===== config.mk =====
export PLATFORM = sky130hd
export DESIGN_NAME = fdt_struct_token_parser
export DESIGN_NICKNAME = d
export VERILOG_FILES = /design/src/sv/fdt_stp_pkg.sv /design/src/sv/fdt_stp_parse.sv /design/src/sv/fdt_struct_token_parser.sv
export VERILOG_INCLUDE_DIRS = /design/src /design/src/sv
export SDC_FILE = /design/constraint.sdc
export NUM_CORES = 1
export LEC_CHECK = 0
export BUFFER_PORTS_ARGS = -buffer_cell sky130_fd_sc_hd__buf_2
export CORE_MARGIN = 10
export CORE_UTILIZATION = 58
export DETAILED_ROUTE_END_ITERATION = 8
export HOLD_SLACK_MARGIN = 0.08
export PLACE_DENSITY = 0.83
export SETUP_SLACK_MARGIN = 0.3
export SYNTH_ARGS = -nofsm -noshare
export SYNTH_HDL_FRONTEND = slang
export SYNTH_SLANG_ARGS = --single-unit

===== constraint.sdc =====
create_clock -name clk -period 13.32 [get_ports clk]
set_input_delay 0.666 -clock clk [delete_from_list [all_inputs] [get_ports clk]]
set_output_delay 0.666 -clock clk [all_outputs]
set_load 0.05 [all_outputs]

===== src/sv/fdt_struct_token_parser_defines.svh =====
// Assertion macros shared by the structure block parser RTL.
// Needs a clock named clk and an active-low reset named rst_n in scope.
`ifndef FDT_STRUCT_TOKEN_PARSER_DEFINES_SVH
`define FDT_STRUCT_TOKEN_PARSER_DEFINES_SVH

// Same-cycle implication, checked outside reset.
`define FDT_STP_ASSERT_NOW(lbl, ante, cons, msg) \
  lbl: assert property (@(posedge clk) disable iff (!rst_n) (ante) |-> (cons)) else $error(msg);

// Next-cycle implication, checked outside reset.
`define FDT_STP_ASSERT_NEXT(lbl, ante, cons, msg) \
  lbl: assert property (@(posedge clk) disable iff (!rst_n) (ante) |=> (cons)) else $error(msg);

`endif


===== src/sv/fdt_stp_pkg.sv =====
// Types and constants for the device tree structure block parser.
// No dependencies; used by fdt_stp_parse and fdt_struct_token_parser.
`timescale 1ns / 1ps
`default_nettype none

package fdt_stp_pkg;

  localparam int unsigned WORD_W   = 32;
  localparam int unsigned SIZE_W   = 24;
  localparam int unsigned COUNT_W  = 22;
  localparam int unsigned VLEFT_W  = 30;

  localparam logic [SIZE_W-1:0]  SIZE_RESET = 24'hFF_FFFF;
  localparam logic [COUNT_W-1:0] COUNT_MAX  = 22'h3F_FFFF;

  localparam logic [WORD_W-1:0] TOK_BEGIN_NODE = 32'd1;
  localparam logic [WORD_W-1:0] TOK_END_NODE   = 32'd2;
  localparam logic [WORD_W-1:0] TOK_PROP       = 32'd3;
  localparam logic [WORD_W-1:0] TOK_END        = 32'd9;

  typedef enum logic [2:0] {
    PH_TOKEN,
    PH_NAME,
    PH_PLEN,
    PH_POFF,
    PH_VALUE,
    PH_DONE
  } phase_t;

  typedef enum logic [2:0] {
    EV_BEGIN,
    EV_NAME,
    EV_END,
    EV_PROP,
    EV_VALUE,
    EV_TREE_END
  } event_t;

  typedef struct packed {
    logic              valid;
    event_t            ev;
    logic [WORD_W-1:0] data;
    logic [WORD_W-1:0] prop_length;
    logic [WORD_W-1:0] name_offset;
    logic              last;
  } result_t;

endpackage

`default_nettype wire


===== src/sv/fdt_stp_parse.sv =====
// Parser state and per-word token decode for the structure block.
// Depends on fdt_stp_pkg.
`timescale 1ns / 1ps
`default_nettype none

module fdt_stp_parse (
  input  logic                                clk,
  input  logic                                rst_n,
  input  logic                                step,
  input  logic [fdt_stp_pkg::WORD_W-1:0]      word,
  input  logic                                first,
  input  logic [fdt_stp_pkg::SIZE_W-1:0]      size_bytes,
  output fdt_stp_pkg::result_t                res
);
  import fdt_stp_pkg::*;

  phase_t               phase_r, phase_nxt;
  logic [COUNT_W-1:0]   wc_r, wc_nxt;
  logic [VLEFT_W-1:0]   vleft_r, vleft_nxt;
  logic [WORD_W-1:0]    hlen_r, hlen_nxt;

  phase_t               phase_cur;
  logic [COUNT_W-1:0]   wc_cur;
  logic [VLEFT_W-1:0]   vleft_cur;
  logic [WORD_W-1:0]    hlen_cur;
  logic [WORD_W-1:0]    hlen_m1;
  logic                 in_range;
  logic                 active;
  logic                 zero_byte;

  always_ff @(posedge clk) begin
    if (!rst_n) begin
      phase_r <= PH_TOKEN;
      wc_r    <= '0;
      vleft_r <= '0;
      hlen_r  <= '0;
    end else if (step) begin
      phase_r <= phase_nxt;
      wc_r    <= wc_nxt;
      vleft_r <= vleft_nxt;
      hlen_r  <= hlen_nxt;
    end
  end

  always_comb begin
    // a first word restarts the parser before it is decoded
    phase_cur = first ? PH_TOKEN : phase_r;
    wc_cur    = first ? '0 : wc_r;
    vleft_cur = first ? '0 : vleft_r;
    hlen_cur  = first ? '0 : hlen_r;

    in_range  = {wc_cur, 2'b00} < size_bytes;
    active    = (phase_cur != PH_DONE) && in_range;
    zero_byte = (word[7:0] == 8'h00) || (word[15:8] == 8'h00) ||
                (word[23:16] == 8'h00) || (word[31:24] == 8'h00);
    hlen_m1   = hlen_cur - 32'd1;

    phase_nxt = phase_cur;
    wc_nxt    = wc_cur;
    vleft_nxt = vleft_cur;
    hlen_nxt  = hlen_cur;

    res             = '0;
    res.ev          = EV_BEGIN;

    if (active) begin
      case (phase_cur)
        PH_TOKEN: begin
          if (word == TOK_BEGIN_NODE) begin
            phase_nxt = PH_NAME;
            res.valid = 1'b1;
            res.ev    = EV_BEGIN;
          end else if (word == TOK_END_NODE) begin
            res.valid = 1'b1;
            res.ev    = EV_END;
          end else if (word == TOK_PROP) begin
            phase_nxt = PH_PLEN;
          end else if (word == TOK_END) begin
            phase_nxt = PH_DONE;
            res.valid = 1'b1;
            res.ev    = EV_TREE_END;
          end
        end
        PH_NAME: begin
          res.valid = 1'b1;
          res.ev    = EV_NAME;
          res.data  = word;
          res.last  = zero_byte;
          if (zero_byte) begin
            phase_nxt = PH_TOKEN;
          end
        end
        PH_PLEN: begin
          hlen_nxt  = word;
          phase_nxt = PH_POFF;
        end
        PH_POFF: begin
          res.valid       = 1'b1;
          res.ev          = EV_PROP;
          res.prop_length = hlen_cur;
          res.name_offset = word;
          if (hlen_cur == '0) begin
            phase_nxt = PH_TOKEN;
          end else begin
            // hold value word count minus one
            vleft_nxt = hlen_m1[WORD_W-1:2];
            phase_nxt = PH_VALUE;
          end
        end
        PH_VALUE: begin
          res.valid = 1'b1;
          res.ev    = EV_VALUE;
          res.data  = word;
          if (vleft_cur == '0) begin
            res.last  = 1'b1;
            phase_nxt = PH_TOKEN;
          end else begin
            vleft_nxt = vleft_cur - VLEFT_W'(1);
          end
        end
        default: begin
          phase_nxt = PH_DONE;
        end
      endcase

      // past the last countable word nothing can lie inside the block
      if (wc_cur == COUNT_MAX) begin
        phase_nxt = PH_DONE;
      end else begin
        wc_nxt = wc_cur + COUNT_W'(1);
      end
    end
  end

endmodule

`default_nettype wire


===== src/sv/fdt_struct_token_parser.sv =====
// Top level of the flattened device tree structure block parser.
// Depends on fdt_stp_pkg, fdt_stp_parse and fdt_struct_token_parser_defines.svh.
//
// Usage:
//   Input channel (in_valid / in_stall): one structure block word per item,
//   first memory byte in in_word[31:24]. in_first marks word 0 of a block
//   and restarts the parser. An item is taken at a clock edge with in_valid
//   high and in_stall low.
//   Result channel (out_valid / out_stall): at most one result item per
//   input item (node begin, name word, node end, property header, value
//   word, tree end). Words that produce nothing are dropped silently.
//   Config: cfg_wr_en / cfg_wr_data write the structure size in bytes;
//   write only while the block is idle.
// Timing:
//   An accepted item waits in the input register until the output register is
//   free or being emptied, then its decode is loaded into the output register,
//   from which the receiver takes it.
//   One item per cycle is sustained while out_stall stays low; the token
//   decode in fdt_stp_parse is combinational, its state updates on each step.
// Reset: synchronous, active low. Clears the valid flags of both pipeline
//   registers, returns the parser to token state and sets the size to its maximum.
// Stall: a stalled result holds in the output register; the input register
//   then fills and in_stall rises until the receiver takes the result.
`timescale 1ns / 1ps
`default_nettype none
`include "fdt_struct_token_parser_defines.svh"

module fdt_struct_token_parser (
  input  logic                              clk,
  input  logic                              rst_n,
  // configuration
  input  logic                              cfg_wr_en,
  input  logic [fdt_stp_pkg::SIZE_W-1:0]    cfg_wr_data,
  // input channel
  input  logic                              in_valid,
  output logic                              in_stall,
  input  logic [fdt_stp_pkg::WORD_W-1:0]    in_word,
  input  logic                              in_first,
  // result channel
  output logic                              out_valid,
  input  logic                              out_stall,
  output logic [2:0]                        out_event_res,
  output logic [fdt_stp_pkg::WORD_W-1:0]    out_data,
  output logic [fdt_stp_pkg::WORD_W-1:0]    out_prop_length,
  output logic [fdt_stp_pkg::WORD_W-1:0]    out_name_offset,
  output logic                              out_last
);
  import fdt_stp_pkg::*;

  // structure size register
  logic [SIZE_W-1:0]  size_r;

  // input register stage
  logic               s1_valid_r, s1_valid_nxt;
  logic [WORD_W-1:0]  s1_word_r;
  logic               s1_first_r;

  // output register stage
  logic               out_valid_r, out_valid_nxt;
  result_t            out_r;

  logic               in_take;
  logic               s1_adv;
  logic               step;
  result_t            res;

  // the output register is free, or being emptied this cycle
  assign s1_adv   = !out_valid_r || !out_stall;
  assign step     = s1_valid_r && s1_adv;
  assign in_stall = s1_valid_r && !s1_adv;
  assign in_take  = in_valid && !in_stall;

  always_ff @(posedge clk) begin
    if (!rst_n) begin
      size_r <= SIZE_RESET;
    end else if (cfg_wr_en) begin
      size_r <= cfg_wr_data;
    end
  end

  // input register: load on accept, drain when the item advances
  always_comb begin
    s1_valid_nxt = s1_valid_r;
    if (in_take) begin
      s1_valid_nxt = 1'b1;
    end else if (step) begin
      s1_valid_nxt = 1'b0;
    end
  end

  always_ff @(posedge clk) begin
    if (!rst_n) begin
      s1_valid_r <= 1'b0;
    end else begin
      s1_valid_r <= s1_valid_nxt;
    end
  end

  always_ff @(posedge clk) begin
    if (in_take) begin
      s1_word_r  <= in_word;
      s1_first_r <= in_first;
    end
  end

  fdt_stp_parse u_parse (
    .clk        (clk),
    .rst_n      (rst_n),
    .step       (step),
    .word       (s1_word_r),
    .first      (s1_first_r),
    .size_bytes (size_r),
    .res        (res)
  );

  // output register: load the decode when the item advances, drop once taken
  always_comb begin
    out_valid_nxt = out_valid_r;
    if (step) begin
      out_valid_nxt = res.valid;
    end else if (out_valid_r && !out_stall) begin
      out_valid_nxt = 1'b0;
    end
  end

  always_ff @(posedge clk) begin
    if (!rst_n) begin
      out_valid_r <= 1'b0;
    end else begin
      out_valid_r <= out_valid_nxt;
    end
  end

  always_ff @(posedge clk) begin
    if (step && res.valid) begin
      out_r <= res;
    end
  end

  assign out_valid       = out_valid_r;
  assign out_event_res   = out_r.ev;
  assign out_data        = out_r.data;
  assign out_prop_length = out_r.prop_length;
  assign out_name_offset = out_r.name_offset;
  assign out_last        = out_r.last;

  // an accepted word never lands on an input register that still holds one
  `FDT_STP_ASSERT_NOW(a_no_overwrite, in_take && s1_valid_r, step, "input register overwritten")
  // a stalled result is never replaced by a new decode
  `FDT_STP_ASSERT_NOW(a_out_hold, out_valid_r && out_stall, !step, "stalled result replaced")
  // only name and value words carry the last mark
  `FDT_STP_ASSERT_NOW(a_last_kind, out_valid_r && out_r.last,
                      out_r.ev == EV_NAME || out_r.ev == EV_VALUE, "last on wrong event")
  // a property header is the only result with a length or offset
  `FDT_STP_ASSERT_NEXT(a_hdr_fields, step && res.valid && res.ev != EV_PROP,
                       out_r.prop_length == '0 && out_r.name_offset == '0,
                       "header fields on non-header result")

endmodule

`default_nettype wire


==> results.yml, run 1 <==
yosys:
  synthArstFlopShare_pct: 0
  synth_cell_types: 76
  synthAdderAreaFrac_pct: 2.61
  post_synth_mux_area_share_pct: 0.436
  synth_compound_area_share_pct: 14.3
  ys_ff_latch: 246
  synth_area_sq_um: 11500
  synth-simple-area-share_pct: 21.6
  synth_edf_count: 133
  syn_avg_cell_area_sq_um: 10.3
  synthCells: 1113
  synth_warnings: 0
  synth_xor_area_share_pct: 2.90
  synth_ff_type: "edfxtp_1"
  ys_seq_area_share_pct: 54.4
  synth_top_family_by_area: "simple AND/OR/NAND/NOR gates"
  synthesis.nets: 1199
clock_network:
  post_cts_resized: 0
  post_cts_buffers: 0
  hold_buffers: 0
  numClockSinks: 246
  worst_skew_pair.late_latency_ns: 0.52
  root_buffer: "clkbuf_16"
  cts.htree.levels: 1
  cts_tree: "done"
  cts_inserted_buffers: 24
  path_clk_slew_ns: 0.06
  cts_buffer_depth: 3
detailed_routing:
  drt_iter0_markers: 1148
  vias_per_cell: 6.20
  ant_nets: 0
  wl_per_cell_microns: 19.5
  wirelength_mm: 29.7
  dr.pass1.iters: 5
  num_vias: 9450
  remaining_drc_errors: 0
worst_setup_path:
  rrSetupSlack_ns: 7.37
  cp.depth: 15
  cp_data_required_time_ns: 13.46
  max_stage_delay_ns: 0.61
  worstSetupEndpointType: "flop"
  cp-start-kind: "flop"
  crit_path_top_delay_cell: "buf_4"
  path_buf_inv: 7
  cpLargestDelayFamily: "buffers and inverters"
  r2r_cells: 15
  cp_max_fo: 71
  crit_top_cell: "buf_4"
  reg2reg_to: "out_prop_length[12]$_SDFFCE_PN0P_"
  cp_cell_sequence: "buf_4 > clkinv_1 > buf_4 > nand2_1 > inv_1 > ha_1 > a21oi_1 > o21ai_0 > a211oi_1 > and3_2 > buf_4 > o21ai_0 > nor3_2 > buf_4 > buf_4"
  r2r_start: "s1_first_r$_DFFE_PP_"
  arrival_ns: 6.09
  critPathKind: "reg2reg"
sta:
  rsz0062_at_grt: "false"
  fin_setup_tns_ns: 0
  setup_viol: 0
  slew_violations: 0
  min_period_over_period_pct: 44.6
  hold_violations: 0
  layout_setup_ws_ns: 7.37
  min_period_ns: 5.95
  worst_pin_slew_ns: 1.26
  fmax_ghz: 0.168
  finalClockSkew_ns: 0.0191
  relSlewSlack_pct: 15.1
finish:
  drive_above_1_share_pct: 18.5
  layout_common_cells: "buf_2 (163), edfxtp_1 (133), dfxtp_1 (113), nand2_1 (110), and3_1 (71)"
  final_util_pct: 68.1
  syn_to_final_growth_pct: 15.3
  final_common_cell: "buf_2"
  fin_nets: 1328
  antenna_cells: 0
  final_area_sq_um: 13300
floorplan:
  die_h_microns: 161
  dieArea_sq_um: 25800
  ios: 164
  coreArea_sq_um: 19500
  start_util_pct: 59.0
  die_x_microns: 161
  rows: 51
placed_design:
  place_ws_ns: 7.52
  gp_congestion: 0.956
  portBuffers: 163
  hpwl_mm: 20.7
  dpl-instance-area_sq_um: 12500
hold_path:
  hold_class: "in2reg"
  hold_start: "in_word[0]"
  min_to: "s1_word_r[0]$_DFFE_PP_"
  hold_depth: 1
global_route:
  grt_pass1_vias: 8824
  grt_pass1_wl_mm: 46.8
  overflow: 0
  grtUsageTotal_pct: 21.7
  antenna_found_initial: 0
  grt_max_degree: 72
power:
  powerDensity_nw_per_um2: 119
  power.total_mw: 1.57
  cellLeakagePower_nw: 5.55
  irDropWorstVdd_mv: 0.0900
status:
  outcome: "completed"
flow_run:
  maxCapViolCount: 0
[how the worst max path moves through the flow]
stage	slack [ns]	from	endpoint
2_1_floorplan	2.58	s1_first_r$_DFFE_PP_	out_data[0]$_SDFFCE_PN0P_
3_5_place_dp	7.52	s1_first_r$_DFFE_PP_	out_prop_length[16]$_SDFFCE_PN0P_
5_1_grt	6.96	s1_first_r$_DFFE_PP_	out_prop_length[12]$_SDFFCE_PN0P_
4_1_cts	7.48	s1_first_r$_DFFE_PP_	out_prop_length[12]$_SDFFCE_PN0P_
3_3_place_gp	7.64	s1_first_r$_DFFE_PP_	out_prop_length[16]$_SDFFCE_PN0P_
6_report	7.37	s1_first_r$_DFFE_PP_	out_prop_length[12]$_SDFFCE_PN0P_
[per-stage QoR]
stage | cells | hold slack, ns
global route | 1525 | 0.315
finish | 1525 | 0.320
global placement | 1481 | 0.456
floorplan | 1113 | 0.433
CTS | 1525 | 0.307
detailed placement | 1481 | 0.465
[worst register-to-register path, cell delays in order (launching register included)]
cell	delay [ns]
edfxtp_1	0.32
buf_4	0.53
clkinv_1	0.59
buf_4	0.37
nand2_1	0.10
inv_1	0.06
ha_1	0.28
a21oi_1	0.15
o21ai_0	0.09
a211oi_1	0.34
and3_2	0.24
buf_4	0.51
o21ai_0	0.36
nor3_2	0.44
buf_4	0.54
buf_4	0.64
[registers in the layout (all words and copies together), names as in the netlist]
register / flops
out_last: 1
s1_word_r: 32
out_event_res: 3
out_data: 32
u_parse.hlen_r: 32
out_name_offset: 32
u_parse.phase_r: 3
s1_first_r: 1
u_parse.vleft_r: 30
out_valid: 1
s1_valid_r: 1
size_r: 24
out_prop_length: 32
u_parse.wc_r: 22
[cell usage after synthesis (all sizes together), types with 13 or more instances]
cell type / instances / share of area, %
buf: 16 / 0.68
and2: 40 / 2.2
o211ai: 30 / 2.0
xor2: 25 / 1.9
clkbuf: 53 / 1.7
xnor2: 13 / 0.99
and3: 72 / 3.9
nor2b: 29 / 1.6
o21ai: 47 / 2.0
nor4: 32 / 1.9
ha: 24 / 2.6
nand4: 18 / 1.0
nor3: 35 / 1.5
a21oi: 37 / 1.6
edfxtp: 133 / 35
nand2: 110 / 3.6
a22o: 36 / 2.7
nor2: 53 / 1.7
inv: 39 / 1.3
dfxtp: 113 / 20
nand3: 29 / 1.3
[where the power goes]
part / internal (mW) / total [mW] / switching (mW)
logic: 0.0192 / 0.0582 / 0.0391
registers: 0.808 / 0.822 / 0.0134
clock network: 0.409 / 0.691 / 0.282
[metal layers]
| metal | GRT usage [%] | vias up | wire length [microns] |
|---|---|---|---|
| met3 | 5.09 | 78 | 3350 |
| li1 | - | 4393 | - |
| met1 | 29.3 | 4423 | 12300 |
| met4 | 7.53 | 0 | 839 |
| met2 | 33.6 | 556 | 13200 |
| met5 | 0 | - | 0 |
[cells by family (layout without fill, tap and decap cells)]
logic type	count (synthesis)	after routing
fa+ha+maj	24	24
buf+inv	109	256
mux	5	5
compound gates	231	231
flops	246	246
xor+xnor	38	38
simple gates	460	460
[final cells by class]
class	instances	area, sq um
Sequential cell	246	6260
Multi-Input combinational cell	758	4830
Timing Repair Buffer	172	883
Clock buffer	33	666
Inverter	40	150
Tap cell	265	332
Clock inverter	11	138
Fill cell	1392	6210
Power figures use the tool's default switching activity.
==> run 2, diff against run 1 <==
--- a/config.mk
+++ b/config.mk
@@ -8,10 +8,10 @@
 export LEC_CHECK = 0
 export BUFFER_PORTS_ARGS = -buffer_cell sky130_fd_sc_hd__buf_2
 export CORE_MARGIN = 10
-export CORE_UTILIZATION = 58
+export CORE_UTILIZATION = 52
 export DETAILED_ROUTE_END_ITERATION = 8
 export HOLD_SLACK_MARGIN = 0.08
-export PLACE_DENSITY = 0.83
+export PLACE_DENSITY = 0.78
 export SETUP_SLACK_MARGIN = 0.3
 export SYNTH_ARGS = -nofsm -noshare
 export SYNTH_HDL_FRONTEND = slang
==> constraint.sdc (replaced) <==
create_clock -name clk -period 5.2 [get_ports clk]
set_input_delay 0.26 -clock clk [delete_from_list [all_inputs] [get_ports clk]]
set_output_delay 0.26 -clock clk [all_outputs]
set_load 0.05 [all_outputs]
==> run 2 against run 1 <==
Hold slack lost 0.21 ns. Sequential share of layout area fell by 2.6 points. Wire length is 11% higher. Critical path depth is 4 lower. Critical endpoint is now u_parse.wc_r[6]$_SDFFE_PN0P_. Sequential power rose to 2.6 times the previous value. Die area up 10%. First-iteration DRC count is 25% lower. Cell area grew 5.9%. Clock skew rose by 0.023 ns. Count of clock-buffer cells in the layout shrank 2. Global-route usage is 0.49 points higher.
==> results.yml, run 2 (same netlist as run 1, synthesis figures left out) <==
finish:
  drive_above_1_share_pct: 18.6
  fin_nets: 1392
  layout_common_cells: "buf_2 (163), edfxtp_1 (133), dfxtp_1 (113), nand2_1 (110), and3_1 (71)"
  syn_to_final_growth_pct: 22.2
  multi_input_area_sq_um: 4850
  final_common_cell: "buf_2"
  n_fill_cell: 1616
  antenna_cells: 0
  regArea_sq_um: 6260
detailed_routing:
  wirelength_mm: 32.9
  drt_iter0_markers: 861
  wl_per_cell_microns: 20.5
  highest_layer: "met5"
  dr.pass1.iters: 5
  m1WireLength_mm: 13.6
  ant_nets: 0
  dr_wl_met2_mm: 15.2
  num_vias: 9717
  vias_per_cell: 6.05
  remaining_drc_errors: 0
  route.met3.wl_mm: 3.33
sta:
  hold_violations: 0
  rsz0062_at_grt: "false"
  min_period_ns: 4.20
  slew_violations: 0
  setup_viol: 0
  min_period_over_period_pct: 80.7
  relSlewSlack_pct: 19.9
  worst_pin_slew_ns: 1.20
  finalClockSkew_ns: 0.0421
  fmax_ghz: 0.238
  fin_setup_tns_ns: 0
worst_setup_path:
  cp-start-kind: "flop"
  cp_data_required_time_ns: 5.63
  arrival_ns: 4.63
  r2r_start: "s1_first_r$_DFFE_PP_"
  worstSetupEndpointType: "flop"
  crit_path_top_delay_cell: "edfxtp_1"
  reg2reg_to: "u_parse.wc_r[6]$_SDFFE_PN0P_"
  r2r_cells: 11
  cp_max_fo: 32
  critPathKind: "reg2reg"
  crit_top_cell: "nand2_1"
  max_stage_delay_ns: 1.10
  cp_cell_sequence: "clkinv_1 > nand2_1 > inv_1 > ha_1 > a21oi_1 > o21ai_1 > a211oi_2 > nand4_1 > nor3_1 > nand2_1 > o41ai_1"
  cpLargestDelayFamily: "simple AND/OR/NAND/NOR gates"
  rrSetupSlack_ns: 1.00
  path_buf_inv: 2
floorplan:
  coreArea_sq_um: 21800
  rows: 54
  dieArea_sq_um: 28400
  die_h_microns: 169
  ios: 164
  die_x_microns: 169
  start_util_pct: 52.8
global_route:
  grtUsageTotal_pct: 22.2
  grt_pass1_vias: 9438
  overflow: 0
  grt_pass1_wl_mm: 52.1
  antenna_found_initial: 1
  grt_max_degree: 86
clock_network:
  numClockSinks: 246
  cts.htree.levels: 1
  cts_inserted_buffers: 26
  post_cts_buffers: 0
  root_buffer: "clkbuf_16"
  cts_buffer_depth: 3
  path_clk_slew_ns: 0.06
  cts_tree: "done"
  worst_skew_pair.late_latency_ns: 0.55
hold_path:
  hold_class: "in2reg"
  hold_start: "out_stall"
  hold_depth: 3
  min_to: "out_valid$_SDFFE_PN0P_"
flow_run:
  maxCapViolCount: 0
power:
  powerDensity_nw_per_um2: 305
  irDropWorstVdd_mv: 0.222
  cellLeakagePower_nw: 5.85
  power.total_mw: 4.28
placed_design:
  gp_congestion: 0.935
  portBuffers: 163
  hpwl_mm: 21.8
status:
  outcome: "completed"
## run 2: changes by cell type in the layout (fill, tap and decap cells not counted), sizes merged
cell | previous run | this run
clkinvlp | 1 | 6
buf | 172 | 176
clkbuf | 33 | 31
inv | 39 | 40
dlygate4sd3 | 0 | 58
clkinv | 8 | 6
bufinv | 3 | 5
## run 2: repair_timing
| action | CTS | global route |
|---|---|---|
| hold buffers | 58 | 0 |
| hold endpoints to repair | 58 | 0 |
| resized for setup | 0 | 0 |
## run 2: metal layers
metal | vias up | track usage, %
met2 | 505 | 35.6
met5 | - | 0
met4 | 2 | 6.17
li1 | 4525 | -
met1 | 4629 | 29.5
met3 | 56 | 5.19
## run 2: cell type report
class | instances | share of cell area [%]
multi-input cells | 758 | 34.6
inverters | 40 | 1.07
clock buffers | 31 | 4.84
repair buffers | 234 | 10.7
clock inverters | 17 | 1.73
flip-flops and latches | 246 | 44.6
well taps | 280 | 2.50
## run 2: how the worst max path moves through the flow
stage                          from  cells after the start                      endpoint
2_1_floorplan  s1_first_r$_DFFE_PP_                     14     out_data[0]$_SDFFCE_PN0P_
3_3_place_gp   s1_first_r$_DFFE_PP_                     10    out_data[18]$_SDFFCE_PN0P_
3_5_place_dp   s1_first_r$_DFFE_PP_                      8    out_data[13]$_SDFFCE_PN0P_
4_1_cts        s1_first_r$_DFFE_PP_                     11  u_parse.wc_r[6]$_SDFFE_PN0P_
5_1_grt        s1_first_r$_DFFE_PP_                     11  u_parse.wc_r[6]$_SDFFE_PN0P_
6_report       s1_first_r$_DFFE_PP_                     11  u_parse.wc_r[6]$_SDFFE_PN0P_
## run 2: per-stage QoR
stage | area, sq um | setup WS (ns) | util [%] | hold WS (ns) | std cells
after floorplan | 11600 | 0.140 | - | 0.359 | 1113
after global placement | 12500 | 1.26 | 57.6 | 0.438 | 1500
after detailed placement | 12500 | 1.14 | 57.6 | 0.438 | 1500
after CTS | 14000 | 1.08 | 64.5 | 0.104 | 1606
after global routing | 14000 | 0.644 | 64.5 | 0.128 | 1606
final | 14000 | 1.00 | 64.5 | 0.107 | 1606
## run 2: power by group
group / switching [mW] / internal (mW) / total [mW]
clock: 0.791 / 1.19 / 1.98
combinational: 0.104 / 0.0786 / 0.183
sequential: 0.0419 / 2.07 / 2.11
total: 0.937 / 3.34 / 4.28
## run 2: worst reg2reg max path: cells and delay by family, from the launching register on
family	cells	cell delay [ns]
compound gates	4	0.75
fa+ha+maj	1	0.29
buf+inv	2	0.30
flops	1	1.10
simple gates	4	1.63
==> run 3, diff against run 2 <==
==> constraint.sdc (replaced) <==
create_clock -name clk -period 3.6 [get_ports clk]
set_input_delay 0.18 -clock clk [delete_from_list [all_inputs] [get_ports clk]]
set_output_delay 0.18 -clock clk [all_outputs]
set_load 0.05 [all_outputs]
==> run 3 against run 2 <==
Register-to-register slack got worse by 0.50 ns. Die area unchanged. Count of clock-buffer cells in the layout increased by 5. Maximum frequency increased by 35%. Combinational power increased by 60%. Sequential power increased by 44%. Cell count increased by 1.4%. Core utilization increased by 0.71 points. Critical path depth unchanged.
==> results.yml, run 3 (same netlist as run 1, synthesis figures left out) <==
placed_design:
  gp_congestion: 0.949
  dpl-instance-area_sq_um: 12600
  portBuffers: 163
  dp_cells: 1515
  hpwl_mm: 21.8
global_route:
  antenna_found_initial: 0
  overflow: 0
  grtUsageTotal_pct: 22.3
  grt_max_degree: 85
  grt_pass1_vias: 9706
  grt_pass1_wl_mm: 52.8
worst_setup_path:
  arrival_ns: 3.32
  cp-start-kind: "flop"
  cp_max_fo: 42
  max_stage_delay_ns: 0.41
  cpLargestDelayFamily: "simple AND/OR/NAND/NOR gates"
  path_buf_inv: 3
  cp_data_required_time_ns: 3.82
  crit_path_top_delay_cell: "edfxtp_1"
  cp_cell_sequence: "buf_12 > buf_4 > nor2b_2 > ha_1 > a21oi_1 > a21oi_1 > o211ai_1 > and3_4 > o21ai_4 > nor3_4 > clkbuf_16"
  crit_top_cell: "a21oi_1"
  critPathKind: "reg2reg"
  worstSetupEndpointType: "flop"
power:
  power.total_mw: 5.98
  powerDensity_nw_per_um2: 422
  cellLeakagePower_nw: 5.95
  irDropWorstVdd_mv: 0.322
detailed_routing:
  wl_per_cell_microns: 20.3
  num_vias: 9836
  remaining_drc_errors: 0
  vias_per_cell: 6.04
  dr.pass1.iters: 7
  ant_nets: 0
  wirelength_mm: 33.0
  drt_iter0_markers: 979
finish:
  fin_nets: 1414
  layout.cells.non_filler: 1628
  antenna_cells: 0
  final_util_pct: 65.2
  layout_common_cells: "buf_2 (163), edfxtp_1 (133), dfxtp_1 (113), nand2_1 (110), and3_1 (71)"
  syn_to_final_growth_pct: 23.5
  final_common_cell: "buf_2"
  drive_above_1_share_pct: 19.9
  final_area_sq_um: 14200
sta:
  relSlewSlack_pct: 36.6
  hold_violations: 0
  slew_violations: 0
  worst_pin_slew_ns: 0.949
  min_period_over_period_pct: 86.1
  setup_viol: 0
  fmax_ghz: 0.323
  finalClockSkew_ns: 0.0125
  min_period_ns: 3.10
  rsz0062_at_grt: "false"
floorplan:
  start_util_pct: 52.8
  die_h_microns: 169
  dieArea_sq_um: 28400
  rows: 54
  coreArea_sq_um: 21800
  ios: 164
  die_x_microns: 169
clock_network:
  numClockSinks: 246
  cts_inserted_buffers: 26
  root_buffer: "clkbuf_16"
  worst_skew_pair.late_latency_ns: 0.53
  cts_tree: "done"
  cts.htree.levels: 1
  cts_buffer_depth: 3
  path_clk_slew_ns: 0.06
hold_path:
  hold_class: "in2reg"
flow_run:
  maxCapViolCount: 0
status:
  outcome: "completed"
## run 3: what timing repair did
action,in CTS,in global routing
gates cloned,0,1
setup endpoints to repair,164,183
setup buffers,2,2
hold buffers,60,0
hold endpoints to repair,60,0
pin swaps,1,2
gates resized for setup,2,10
## run 3: final timing paths
check	startpoint	endpoint	slack [ns]	depth (start not counted)
min reg2reg	u_parse.wc_r[6]$_SDFFE_PN0P_	u_parse.wc_r[6]$_SDFFE_PN0P_	0.48	1
max reg2reg	s1_first_r$_DFFE_PP_	out_name_offset[11]$_SDFFCE_PN0P_	0.50	11
max	s1_first_r$_DFFE_PP_	out_name_offset[11]$_SDFFCE_PN0P_	0.50	11
min	cfg_wr_en	size_r[8]$_SDFFE_PN1P_	0.28	3
## run 3: worst reg2reg max path: cells and delay by family, from the launching register on
kind	cells	cell delay, ns
AOI/OAI and AO/OA	4	0.60
and+or+nand+nor	3	0.82
adders and majority gates	1	0.28
buffers and inverters	3	0.66
DFF	1	0.41
## run 3: metrics by stage
stage                     setup TNS (ns)  hold slack [ns]  setup slack, ns
after floorplan                  -147.32            0.279            -1.46
after global placement                 0            0.357            0.175
after detailed placement               0            0.359           0.0132
after CTS                              0            0.247            0.329
after global routing                   0            0.310            0.327
final                                  0            0.281            0.501
## run 3: layer usage
| layer | vias up | routed length [microns] | track usage, % |
|---|---|---|---|
| li1 | 4567 | - | - |
| met2 | 495 | 15400 | 35.8 |
| met5 | - | 0 | 0 |
| met4 | 0 | 823 | 6.21 |
| met3 | 69 | 3040 | 5.09 |
| met1 | 4705 | 13700 | 29.5 |
## run 3: where the power goes
group | total [mW] | switching (mW) | internal (mW)
combinational | 0.293 | 0.167 | 0.126
sequential | 3.04 | 0.0528 | 2.99
clock | 2.65 | 1.09 | 1.56
## run 3: cell type report
cell class | instances | area [sq um]
Fill cell | 1668 | 7560
Timing Repair Buffer | 256 | 1710
Inverter | 40 | 150
Clock inverter | 12 | 120
Multi-Input combinational cell | 758 | 4880
Tap cell | 280 | 350
Clock buffer | 36 | 728
Sequential cell | 246 | 6260
